### src/hw/rtl/hsv2rgb_pkg.sv
// Shared types, constants and constant-divide helpers for the HSV to RGB converter.
`default_nettype none

package hsv2rgb_pkg;

    // Field widths
    localparam int HUE_W = 9;
    localparam int CH_W  = 8;
    localparam int REM_W = 6;
    localparam int SEC_W = 4;

    // Scale constants
    localparam logic [CH_W-1:0]  PCT_MAX   = 8'd100;
    localparam logic [REM_W-1:0] SECT_PCT  = 6'd60;
    localparam logic [REM_W-1:0] SECT_BYTE = 6'd43;

    // Thresholds needed to cover the whole hue range at the smallest sector size
    localparam int SECT_CMP = ((2 ** HUE_W) - 1) / 43;

    // Scale mode codes
    localparam logic MODE_PCT  = 1'b0;
    localparam logic MODE_BYTE = 1'b1;

    // Sector codes: the six hue sectors; anything larger maps to black
    localparam logic [SEC_W-1:0] SEC_RY = 4'd0;
    localparam logic [SEC_W-1:0] SEC_YG = 4'd1;
    localparam logic [SEC_W-1:0] SEC_GC = 4'd2;
    localparam logic [SEC_W-1:0] SEC_CB = 4'd3;
    localparam logic [SEC_W-1:0] SEC_BM = 4'd4;
    localparam logic [SEC_W-1:0] SEC_MR = 4'd5;

    // Word leaving the sector stage
    typedef struct packed {
        logic             mode;
        logic [SEC_W-1:0] sector;
        logic [REM_W-1:0] rem;
        logic [CH_W-1:0]  sat;
        logic [CH_W-1:0]  val;
    } front_t;

    // Word leaving the level stages
    typedef struct packed {
        logic             mode;
        logic [SEC_W-1:0] sector;
        logic [CH_W-1:0]  val;
        logic [CH_W-1:0]  lo;
        logic [CH_W-1:0]  up;
        logic [CH_W-1:0]  down;
    } level_t;

    // x / 100 for x up to 16383, by reciprocal 5243 / 2^19
    function automatic logic [CH_W-1:0] div100(input logic [13:0] x);
        logic [26:0] prod;
        prod = 27'(x) * 27'(5243);
        return prod[26:19];
    endfunction

    // x / 60 for x up to 8191, by reciprocal 17477 / 2^20
    function automatic logic [CH_W-1:0] div60(input logic [12:0] x);
        logic [27:0] prod;
        prod = 28'(x) * 28'(17477);
        return prod[27:20];
    endfunction

    // x / 43 for x up to 11007, by reciprocal 24386 / 2^20 (result stays below 256)
    function automatic logic [CH_W-1:0] div43(input logic [13:0] x);
        logic [28:0] prod;
        prod = 29'(x) * 29'(24386);
        return prod[27:20];
    endfunction

    // x * 255 / 100 for x up to 100, folded into one constant multiply
    function automatic logic [CH_W-1:0] pct_to_byte(input logic [CH_W-1:0] x);
        logic [28:0] prod;
        prod = 29'(x) * 29'(1336965);
        return prod[26:19];
    endfunction

endpackage

`default_nettype wire

### src/hw/rtl/hsv_to_rgb_converter_top.sv
// Top level of the pipelined HSV to RGB converter with its scale mode register.
//
//  Channel   Valid / stall           Word
//  in        in_valid / in_stall     hue[8:0], saturation[7:0], brightness[7:0]
//  out       out_valid / out_stall   red[7:0], green[7:0], blue[7:0]
//  cfg       cfg_we (no stall)       cfg_wdata[0] = scale_mode
//
//  One word enters every cycle while in_stall is low; each word passes through the registered
//  stages in order (one sector stage, four level stages, one output stage).
//  Reset clears all stage valid bits and sets scale_mode to percent mode.
//  A stall from the output freezes only the stages holding words; empty stages
//  keep filling, so bubbles close up and nothing is dropped or repeated.
//  The scale mode travels with each word, so changing it affects only later words.
`default_nettype none

module hsv_to_rgb_converter_top (
    input  wire logic                          clk,
    input  wire logic                          rst_n,
    input  wire logic                          cfg_we,
    input  wire logic                          cfg_wdata,
    input  wire logic                          in_valid,
    output logic                               in_stall,
    input  wire logic [hsv2rgb_pkg::HUE_W-1:0] hue,
    input  wire logic [hsv2rgb_pkg::CH_W-1:0]  saturation,
    input  wire logic [hsv2rgb_pkg::CH_W-1:0]  brightness,
    output logic                               out_valid,
    input  wire logic                          out_stall,
    output logic [hsv2rgb_pkg::CH_W-1:0]       red,
    output logic [hsv2rgb_pkg::CH_W-1:0]       green,
    output logic [hsv2rgb_pkg::CH_W-1:0]       blue
);
    import hsv2rgb_pkg::*;

    logic   scale_mode_reg;
    logic   fr_valid;
    logic   fr_stall;
    front_t fr_word;
    logic   lv_valid;
    logic   lv_stall;
    level_t lv_word;

    // Scale mode register
    always_ff @(posedge clk or negedge rst_n)
    begin
        if (!rst_n)
        begin
            scale_mode_reg <= MODE_PCT;
        end
        else if (cfg_we)
        begin
            scale_mode_reg <= cfg_wdata;
        end
    end

    hsv2rgb_front u_front (
        .clk        (clk),
        .rst_n      (rst_n),
        .mode       (scale_mode_reg),
        .in_valid   (in_valid),
        .in_stall   (in_stall),
        .hue        (hue),
        .saturation (saturation),
        .brightness (brightness),
        .out_valid  (fr_valid),
        .out_stall  (fr_stall),
        .out_word   (fr_word)
    );

    hsv2rgb_level u_level (
        .clk       (clk),
        .rst_n     (rst_n),
        .in_valid  (fr_valid),
        .in_stall  (fr_stall),
        .in_word   (fr_word),
        .out_valid (lv_valid),
        .out_stall (lv_stall),
        .out_word  (lv_word)
    );

    hsv2rgb_map u_map (
        .clk       (clk),
        .rst_n     (rst_n),
        .in_valid  (lv_valid),
        .in_stall  (lv_stall),
        .in_word   (lv_word),
        .out_valid (out_valid),
        .out_stall (out_stall),
        .red       (red),
        .green     (green),
        .blue      (blue)
    );

endmodule

`default_nettype wire

### src/hw/rtl/hsv2rgb_front.sv
// Input stage: clamp saturation and value in percent mode, split hue into sector and offset.
`default_nettype none

module hsv2rgb_front (
    input  wire logic                           clk,
    input  wire logic                           rst_n,
    input  wire logic                           mode,
    input  wire logic                           in_valid,
    output logic                                in_stall,
    input  wire logic [hsv2rgb_pkg::HUE_W-1:0]  hue,
    input  wire logic [hsv2rgb_pkg::CH_W-1:0]   saturation,
    input  wire logic [hsv2rgb_pkg::CH_W-1:0]   brightness,
    output logic                                out_valid,
    input  wire logic                           out_stall,
    output hsv2rgb_pkg::front_t                 out_word
);
    import hsv2rgb_pkg::*;

    logic                 vld_reg;
    logic                 adv;
    logic [REM_W-1:0]     csize;
    logic [SECT_CMP-1:0]  ge;
    logic [HUE_W:0]       thr;
    logic [HUE_W:0]       base;
    front_t               word_next;
    front_t               word_reg;

    // Advance when empty or when the next stage takes the word
    assign adv      = !vld_reg || !out_stall;
    assign in_stall = !adv;

    // Sector by counting thresholds passed, offset by subtracting sector base
    always_comb
    begin
        csize = (mode == MODE_BYTE) ? SECT_BYTE : SECT_PCT;
        thr   = '0;
        for (int k = 0; k < SECT_CMP; k++)
        begin
            thr   = (HUE_W+1)'(k + 1) * (HUE_W+1)'(csize);
            ge[k] = ((HUE_W+1)'(hue) >= thr);
        end
        word_next.mode   = mode;
        word_next.sector = SEC_W'($countones(ge));
        base             = (HUE_W+1)'(word_next.sector) * (HUE_W+1)'(csize);
        word_next.rem    = REM_W'((HUE_W+1)'(hue) - base);
        word_next.sat    = saturation;
        word_next.val    = brightness;
        if (mode == MODE_PCT && saturation > PCT_MAX)
        begin
            word_next.sat = PCT_MAX;
        end
        if (mode == MODE_PCT && brightness > PCT_MAX)
        begin
            word_next.val = PCT_MAX;
        end
    end

    // Valid bit
    always_ff @(posedge clk or negedge rst_n)
    begin
        if (!rst_n)
        begin
            vld_reg <= 1'b0;
        end
        else if (adv)
        begin
            vld_reg <= in_valid;
        end
    end

    // Hold payload while stalled
    always_ff @(posedge clk)
    begin
        if (adv)
        begin
            word_reg <= word_next;
        end
    end

    assign out_valid = vld_reg;
    assign out_word  = word_reg;

endmodule

`default_nettype wire

### src/hw/rtl/hsv2rgb_level.sv
// Four arithmetic stages: saturation product, lowest level, ramp product, ramp divide with rising and falling levels.
`default_nettype none

module hsv2rgb_level (
    input  wire logic                 clk,
    input  wire logic                 rst_n,
    input  wire logic                 in_valid,
    output logic                      in_stall,
    input  wire hsv2rgb_pkg::front_t  in_word,
    output logic                      out_valid,
    input  wire logic                 out_stall,
    output hsv2rgb_pkg::level_t       out_word
);
    import hsv2rgb_pkg::*;

    localparam int NSTG = 4;

    logic [NSTG-1:0] vld_reg;
    logic [NSTG-1:0] adv;

    // Stage 1: saturation complement times value
    logic             s1_mode_reg;
    logic [SEC_W-1:0] s1_sector_reg;
    logic [REM_W-1:0] s1_rem_reg;
    logic [CH_W-1:0]  s1_val_reg;
    logic [15:0]      s1_prod_reg;
    logic [CH_W:0]    s1_comp;

    // Stage 2: lowest level
    logic             s2_mode_reg;
    logic [SEC_W-1:0] s2_sector_reg;
    logic [REM_W-1:0] s2_rem_reg;
    logic [CH_W-1:0]  s2_val_reg;
    logic [CH_W-1:0]  s2_lo_reg;
    logic [CH_W-1:0]  s2_lo_next;

    // Stage 3: span times offset
    logic             s3_mode_reg;
    logic [SEC_W-1:0] s3_sector_reg;
    logic [CH_W-1:0]  s3_val_reg;
    logic [CH_W-1:0]  s3_lo_reg;
    logic [13:0]      s3_q_reg;

    // Stage 4: ramp and the two ramps
    level_t           s4_word_reg;
    level_t           s4_word_next;
    logic [CH_W-1:0]  ramp;

    // Advance chain, from the output back to the input
    assign adv[3]   = !vld_reg[3] || !out_stall;
    assign adv[2]   = !vld_reg[2] || adv[3];
    assign adv[1]   = !vld_reg[1] || adv[2];
    assign adv[0]   = !vld_reg[0] || adv[1];
    assign in_stall = !adv[0];

    // Complement of saturation on the active scale
    assign s1_comp = (in_word.mode == MODE_BYTE) ? ((CH_W+1)'(256) - (CH_W+1)'(in_word.sat))
                                                 : ((CH_W+1)'(PCT_MAX) - (CH_W+1)'(in_word.sat));

    // Lowest level: divide by 256 or by 100
    assign s2_lo_next = (s1_mode_reg == MODE_BYTE) ? s1_prod_reg[15:8]
                                                   : div100(s1_prod_reg[13:0]);

    // Ramp and the rising and falling levels
    always_comb
    begin
        ramp = (s3_mode_reg == MODE_BYTE) ? div43(s3_q_reg) : div60(s3_q_reg[12:0]);
        s4_word_next.mode   = s3_mode_reg;
        s4_word_next.sector = s3_sector_reg;
        s4_word_next.val    = s3_val_reg;
        s4_word_next.lo     = s3_lo_reg;
        s4_word_next.up     = s3_lo_reg + ramp;
        s4_word_next.down   = s3_val_reg - ramp;
    end

    // Valid bits
    always_ff @(posedge clk or negedge rst_n)
    begin
        if (!rst_n)
        begin
            vld_reg <= '0;
        end
        else
        begin
            if (adv[0])
            begin
                vld_reg[0] <= in_valid;
            end
            for (int i = 1; i < NSTG; i++)
            begin
                if (adv[i])
                begin
                    vld_reg[i] <= vld_reg[i-1];
                end
            end
        end
    end

    // Payload stages; each holds while stalled
    always_ff @(posedge clk)
    begin
        if (adv[0])
        begin
            s1_mode_reg   <= in_word.mode;
            s1_sector_reg <= in_word.sector;
            s1_rem_reg    <= in_word.rem;
            s1_val_reg    <= in_word.val;
            s1_prod_reg   <= 16'((17)'(s1_comp) * (17)'(in_word.val));
        end
        if (adv[1])
        begin
            s2_mode_reg   <= s1_mode_reg;
            s2_sector_reg <= s1_sector_reg;
            s2_rem_reg    <= s1_rem_reg;
            s2_val_reg    <= s1_val_reg;
            s2_lo_reg     <= s2_lo_next;
        end
        if (adv[2])
        begin
            s3_mode_reg   <= s2_mode_reg;
            s3_sector_reg <= s2_sector_reg;
            s3_val_reg    <= s2_val_reg;
            s3_lo_reg     <= s2_lo_reg;
            s3_q_reg      <= 14'(s2_val_reg - s2_lo_reg) * 14'(s2_rem_reg);
        end
        if (adv[3])
        begin
            s4_word_reg   <= s4_word_next;
        end
    end

    assign out_valid = vld_reg[NSTG-1];
    assign out_word  = s4_word_reg;

endmodule

`default_nettype wire

### src/hw/rtl/hsv2rgb_map.sv
// Output stage: rescale percent levels to bytes and route levels to the channels.
`default_nettype none

module hsv2rgb_map (
    input  wire logic                          clk,
    input  wire logic                          rst_n,
    input  wire logic                          in_valid,
    output logic                               in_stall,
    input  wire hsv2rgb_pkg::level_t           in_word,
    output logic                               out_valid,
    input  wire logic                          out_stall,
    output logic [hsv2rgb_pkg::CH_W-1:0]       red,
    output logic [hsv2rgb_pkg::CH_W-1:0]       green,
    output logic [hsv2rgb_pkg::CH_W-1:0]       blue
);
    import hsv2rgb_pkg::*;

    logic            vld_reg;
    logic            adv;
    logic [CH_W-1:0] v_s;
    logic [CH_W-1:0] lo_s;
    logic [CH_W-1:0] up_s;
    logic [CH_W-1:0] dn_s;
    logic [CH_W-1:0] red_reg;
    logic [CH_W-1:0] green_reg;
    logic [CH_W-1:0] blue_reg;
    logic [CH_W-1:0] red_next;
    logic [CH_W-1:0] green_next;
    logic [CH_W-1:0] blue_next;

    assign adv      = !vld_reg || !out_stall;
    assign in_stall = !adv;

    // Rescale, then pick channel sources by sector
    always_comb
    begin
        if (in_word.mode == MODE_PCT)
        begin
            v_s  = pct_to_byte(in_word.val);
            lo_s = pct_to_byte(in_word.lo);
            up_s = pct_to_byte(in_word.up);
            dn_s = pct_to_byte(in_word.down);
        end
        else
        begin
            v_s  = in_word.val;
            lo_s = in_word.lo;
            up_s = in_word.up;
            dn_s = in_word.down;
        end
        unique case (in_word.sector)
            SEC_RY:
            begin
                red_next = v_s;  green_next = up_s; blue_next = lo_s;
            end
            SEC_YG:
            begin
                red_next = dn_s; green_next = v_s;  blue_next = lo_s;
            end
            SEC_GC:
            begin
                red_next = lo_s; green_next = v_s;  blue_next = up_s;
            end
            SEC_CB:
            begin
                red_next = lo_s; green_next = dn_s; blue_next = v_s;
            end
            SEC_BM:
            begin
                red_next = up_s; green_next = lo_s; blue_next = v_s;
            end
            SEC_MR:
            begin
                red_next = v_s;  green_next = lo_s; blue_next = dn_s;
            end
            default:
            begin
                // Hue past the last sector gives black
                red_next = '0;   green_next = '0;   blue_next = '0;
            end
        endcase
    end

    // Valid bit
    always_ff @(posedge clk or negedge rst_n)
    begin
        if (!rst_n)
        begin
            vld_reg <= 1'b0;
        end
        else if (adv)
        begin
            vld_reg <= in_valid;
        end
    end

    // Output register; holds while stalled
    always_ff @(posedge clk)
    begin
        if (adv)
        begin
            red_reg   <= red_next;
            green_reg <= green_next;
            blue_reg  <= blue_next;
        end
    end

    assign out_valid = vld_reg;
    assign red       = red_reg;
    assign green     = green_reg;
    assign blue      = blue_reg;

endmodule

`default_nettype wire
### config.mk
export PLATFORM = sky130hd
export DESIGN_NAME = hsv_to_rgb_converter_top
export DESIGN_NICKNAME = d
export VERILOG_FILES = /design/src/hw/rtl/hsv2rgb_pkg.sv /design/src/hw/rtl/hsv_to_rgb_converter_top.sv /design/src/hw/rtl/hsv2rgb_front.sv /design/src/hw/rtl/hsv2rgb_level.sv /design/src/hw/rtl/hsv2rgb_map.sv
export SDC_FILE = /design/constraint.sdc
export NUM_CORES = 1
export LEC_CHECK = 0
export CAP_MARGIN = 20
export CORE_MARGIN = 3
export CORE_UTILIZATION = 50
export DETAILED_ROUTE_END_ITERATION = 10
export DONT_BUFFER_PORTS = 1
export GPL_TIMING_DRIVEN = 1
export PLACE_DENSITY = 0.68
export SLEW_MARGIN = 20
export SYNTH_ARGS = -nofsm -noshare
export SYNTH_HDL_FRONTEND = slang
export SYNTH_HIERARCHICAL = 1
export SYNTH_SLANG_ARGS = --single-unit
### constraint.sdc
create_clock -name clk -period 7.5 [get_ports clk]
set_clock_uncertainty 0.2 [all_clocks]
set_input_delay 0.75 -clock clk [delete_from_list [all_inputs] [get_ports clk]]
set_output_delay 0.75 -clock clk [all_outputs]
set_load 0.005 [all_outputs]
Yosys cells after proc, flatten, opt, wreduce, memory -nomap -nowiden. Index checks and enable logic that the tools add are counted. Widths: inputs -> output; s select.

Register bits: 192. Output and inout bits: 26. Word-level logic and storage cells: 122.

Add/sub/neg operators: 16. Multipliers: 17. Order comparisons: 13. Equality and inequality tests: 5. Mux-type cells: 11. Bitwise logic cells: 1. Reductions and logical operators: 23.

Operator list (number): $mul 8x21->27 const B (4); $pmux 8 s4 (3); $mux 8 (6); $ge 9x9->1 (4); $ge 9x10->1 (3); $mul 13x15->28 const B (1); $mul 14x13->27 const B (1); $mul 14x14->27 const B (1); $mul 3x6->9 const A (3); $mul 4x6->10 const A (2); $ge 9x8->1 (2); $add 4x4->4 (4); $gt 8x7->1 const B (2); $mul 2x6->8 const A (2); $mul 9x8->16 (1); $mul 14x6->14 (1); $reduce_or 2->1 (6); $add 1x1->2 (5); $ge 9x6->1 (1); $ge 9x7->1 (1); $mux 9 (1); $sub 7x8->9 const A (1); $sub 8x8->9 (1); $sub 9x8->9 const A (1); 14 further kinds (29).

Longest topological paths before layout.
Depth in word-level cells: 9. Mapped depth: 30. Gate-level depth less buffers: 30.

By module. Netlist, hierarchy kept.

Modules (own cells, without submodules): hsv2rgb_level (times used 1, cells an instance 1524, area each 16752.3 sq um, seq. area each 4124.0 sq um); hsv2rgb_map (times used 1, cells an instance 1077, area each 9643.0 sq um, seq. area each 745.7 sq um); hsv2rgb_front (times used 1, cells an instance 244, area each 2449.8 sq um, seq. area each 835.8 sq um); hsv_to_rgb_converter_top (times used 1, cells an instance 2, area each 40.0 sq um, seq. area each 25.0 sq um).

Worst setup path before layout. OpenSTA, ideal clock, no wires.

Kind: reg2reg. Start point: reg scale_mode_reg. End point: reg u_front.word_reg, in the netlist u_front/out_word[21], data pin. Library setup time: 259 ps. Arrival: 7022 ps. Data required time: 7041 ps. Path slack: 19 ps. Stages on the path, launching flop included: 28. Clock period less this slack: 7481 ps. Cells stage by stage: dfrtp_1 -> clkinv_1 -> ha_1 -> a21o_1 -> a21o_1 -> a31o_1 -> a2111oi_2 -> fa_1 -> inv_1 -> fa_1 -> inv_1 -> fa_1 -> fa_1 -> fa_1 -> xor2_1 -> inv_1 -> nand2_1 -> o21ai_0 -> ha_1 -> inv_1 -> fa_1 -> inv_1 -> fa_1 -> inv_1 -> ha_1 -> nor2_1 -> a21oi_1 -> xnor2_1.

RTL lines: from (decl) (line hsv_to_rgb_converter_top.sv:34) `logic scale_mode_reg;`; from (signal assigned) (line hsv_to_rgb_converter_top.sv:51) `scale_mode_reg <= cfg_wdata;`; to (signal assigned) (line hsv2rgb_front.sv:76) `word_reg <= word_next;`; to (decl) (line hsv2rgb_front.sv:26) `front_t word_reg;`.

==> qor.csv <==
metric;value;unit
status;complete, no violations;
measured slew at the worst slew-check pin;1.02;ns
largest net degree at the start of global routing;57;
share of cells above drive strength 1;4.36;%
mean number of vias per cell;5.75;
final setup fails;0;
CTS tree;yes;
Max-Cap Viols;0;
I/O pin cnt;57;
worst hold start;in_valid;
max reg flops;37;
GR Util All Layers;22.6;%
global-route wire length before repair;110000;µm
die height;246;µm
Critical Path End;u_level/out_word[7];
final hold vios;0;
HP Class;input pin to flop;
initial antenna violation count;0;
Num CTS Buffers;17;
crit share post-route;96.0;%
Synth Instances;2847;
count of pins over their slew limit;0;
number of global-route vias before repair;22200;
clock-pin slew on the worst setup and hold paths;0.08;ns
grt ovf;0;
Final Net Count;3823;
Die X-Extent;246;µm
Hold WS;0.181;ns
Yosys warning total;6;
CP Class;flop to flop;
Skew-Pair Late Insertion Delay;0.48;ns
number of flops mapped to enable cells by yosys;185;
Root Buffer;clkbuf_16;
slowest stage delay, CP;0.54;ns
number of diodes;0;
FP Rows;87;
initial drt markers;1315;
Routed WL;66500;µm
crit start category;flop;
R2R Path Start;u_level/s3_q_reg[7];
DP HPWL;55300;µm
Synth Cell Area;28900;µm²
iteration count of the initial detailed-routing pass;5;
reg2reg end;u_level/out_word[7];
Post-synth ARST share;3.65;%
Filler cells;4961;
syn nets;3793;
gpl congestion;0.943;
clock sinks;192;
Routed WL per cell;18.2;µm
placed cell count;3611;
Critical Path Start;u_level/s3_q_reg[7];
PortBufs;0;
via count;21000;
Routed Antenna Nets;0;
critical path arrival;7.21;ns
Yosys reg bits;192;
synthesized area per cell;10.1;µm²
Crit. End Element;flop;
critical path fanouts, max;3;
Initial Utilization;50.8;%
CTS H-tree lvls;4;
area grow syn2layout;6.38;%
die area;60700;µm²
core area;56800;µm²
fin cells;3646;
Yosys cell types;82;
Max Root-Sink Buffers;2;
slew margin rel.;31.9;%
Data required, critical path;7.52;ns
Top FF cell, synth;edfxtp_1;
Reg area;5730;µm²
Seq/Total Area, Yosys;19.8;%
Final min period;7.20;ns
Reg2Reg Setup Slack;0.30;ns
# DRC;0;
multi-input logic area;21200;µm²
FMAX;139;MHz
Critical-path top delay cell;fa_1;
reg2reg path depth;29;
[cell usage in the layout, fill, tap and decap left out, drive strengths merged, types with 14 or more instances in the layout]
| master | Yosys | layout |
|---|---|---|
| clkbuf | 33 | 18 |
| a211oi | 34 | 34 |
| fa | 300 | 300 |
| nand2b | 31 | 31 |
| nand4 | 24 | 24 |
| nor3 | 31 | 31 |
| o211ai | 22 | 22 |
| ha | 615 | 615 |
| or2 | 14 | 14 |
| xnor2 | 87 | 87 |
| a21o | 41 | 41 |
| inv | 486 | 493 |
| and2 | 75 | 75 |
| o21ai | 94 | 94 |
| o31ai | 17 | 17 |
| edfxtp | 185 | 185 |
| xor2 | 38 | 38 |
| o21bai | 18 | 18 |
| nand2 | 189 | 189 |
| nand3 | 41 | 41 |
| buf | 5 | 48 |
| and3 | 19 | 19 |
| mux2i | 15 | 15 |
| nor2 | 102 | 102 |
| a21oi | 121 | 121 |
| a31oi | 17 | 17 |
[critical path, delay by kind of cell, from the launching register on]
kind | cells | cell delay [ns]
flip-flops | 1 | 0.35
adder cells (fa/ha/maj) | 8 | 3.30
AND/OR/NAND/NOR | 4 | 0.55
XOR/XNOR | 3 | 0.43
AO/OA/AOI/OAI | 10 | 1.86
buffers and inverters | 4 | 0.24
[routing by layer]
layer	up-vias	global-route usage [%]	wire length, µm
met2	578	39.7	32900
met4	0	6.89	1720
met3	108	2.98	2980
met1	10300	28.9	28900
li1	9927	-	-
met5	-	0	0
[cells by family (layout without fill, tap and decap cells)]
logic type               Yosys count  count (layout)  share of synthesized area [%]
flip-flops                       192             192                           19.8
multiplexers                      22              22                          0.806
AO/OA/AOI/OAI                    491             491                           11.4
XOR/XNOR                         125             125                           3.79
adder cells (fa/ha/maj)          915             915                           47.4
AND/OR/NAND/NOR                  577             577                           9.92
buffers and inverters            525             568                           6.85
[worst min-delay path by stage]
stage,endpoint,cells after the start
final,u_front/out_valid,1
after detailed placement,u_level/s1_rem_reg[3],0
after global routing,u_front/out_valid,1
after global placement,u_level/s2_rem_reg[1],0
after CTS,u_front/out_valid,1
after floorplan,u_level/out_word[32],0
[cell type report]
| type | instances | area share (%) |
|---|---|---|
| clock buffers | 18 | 1.40 |
| clock inverters | 14 | 0.627 |
| inverters | 487 | 5.95 |
| multi-input cells | 2130 | 69.1 |
| flip-flops and latches | 192 | 18.7 |
| well taps | 756 | 3.08 |
| repair buffers | 49 | 1.21 |
[repair_timing]
item                                    in CTS  in global routing
hold buffers                                 1                  0
resized for setup                            0                 14
buffers inserted                             0                  2
endpoints found under the setup margin       0                  3
hold endpoints to repair                     7                  0
[cells in the mapped netlist (all sizes together), types with 18 or more instances]
library cell,n,area [µm²]
ha,615,7690
inv,486,1820
fa,300,6010
nand2,189,712
edfxtp,185,5560
a21oi,121,606
nor2,102,383
o21ai,94,470
xnor2,87,762
and2,75,469
a21o,41,308
nand3,41,205
xor2,38,333
a211oi,34,270
clkbuf,33,124
nand2b,31,194
nor3,31,165
nand4,24,156
o211ai,22,165
and3,19,119
o21bai,18,135
[metrics by stage]
step                instance area, µm²  setup slack [ns]  TNS [ns]  util [%]
floorplan                        28900            0.0190         0         -
global placement                 30000           -0.0948    -0.135      52.9
detailed placement               30000            -0.108    -0.179      52.9
CTS                              30700             0.110         0      54.0
global route                     30700           -0.0224   -0.0224      54.1
finish                           30700             0.302         0      54.1
Power is left out: the tool's default activity adds up to more than one toggle a clock period on the data nets, which glitch-free logic cannot reach.
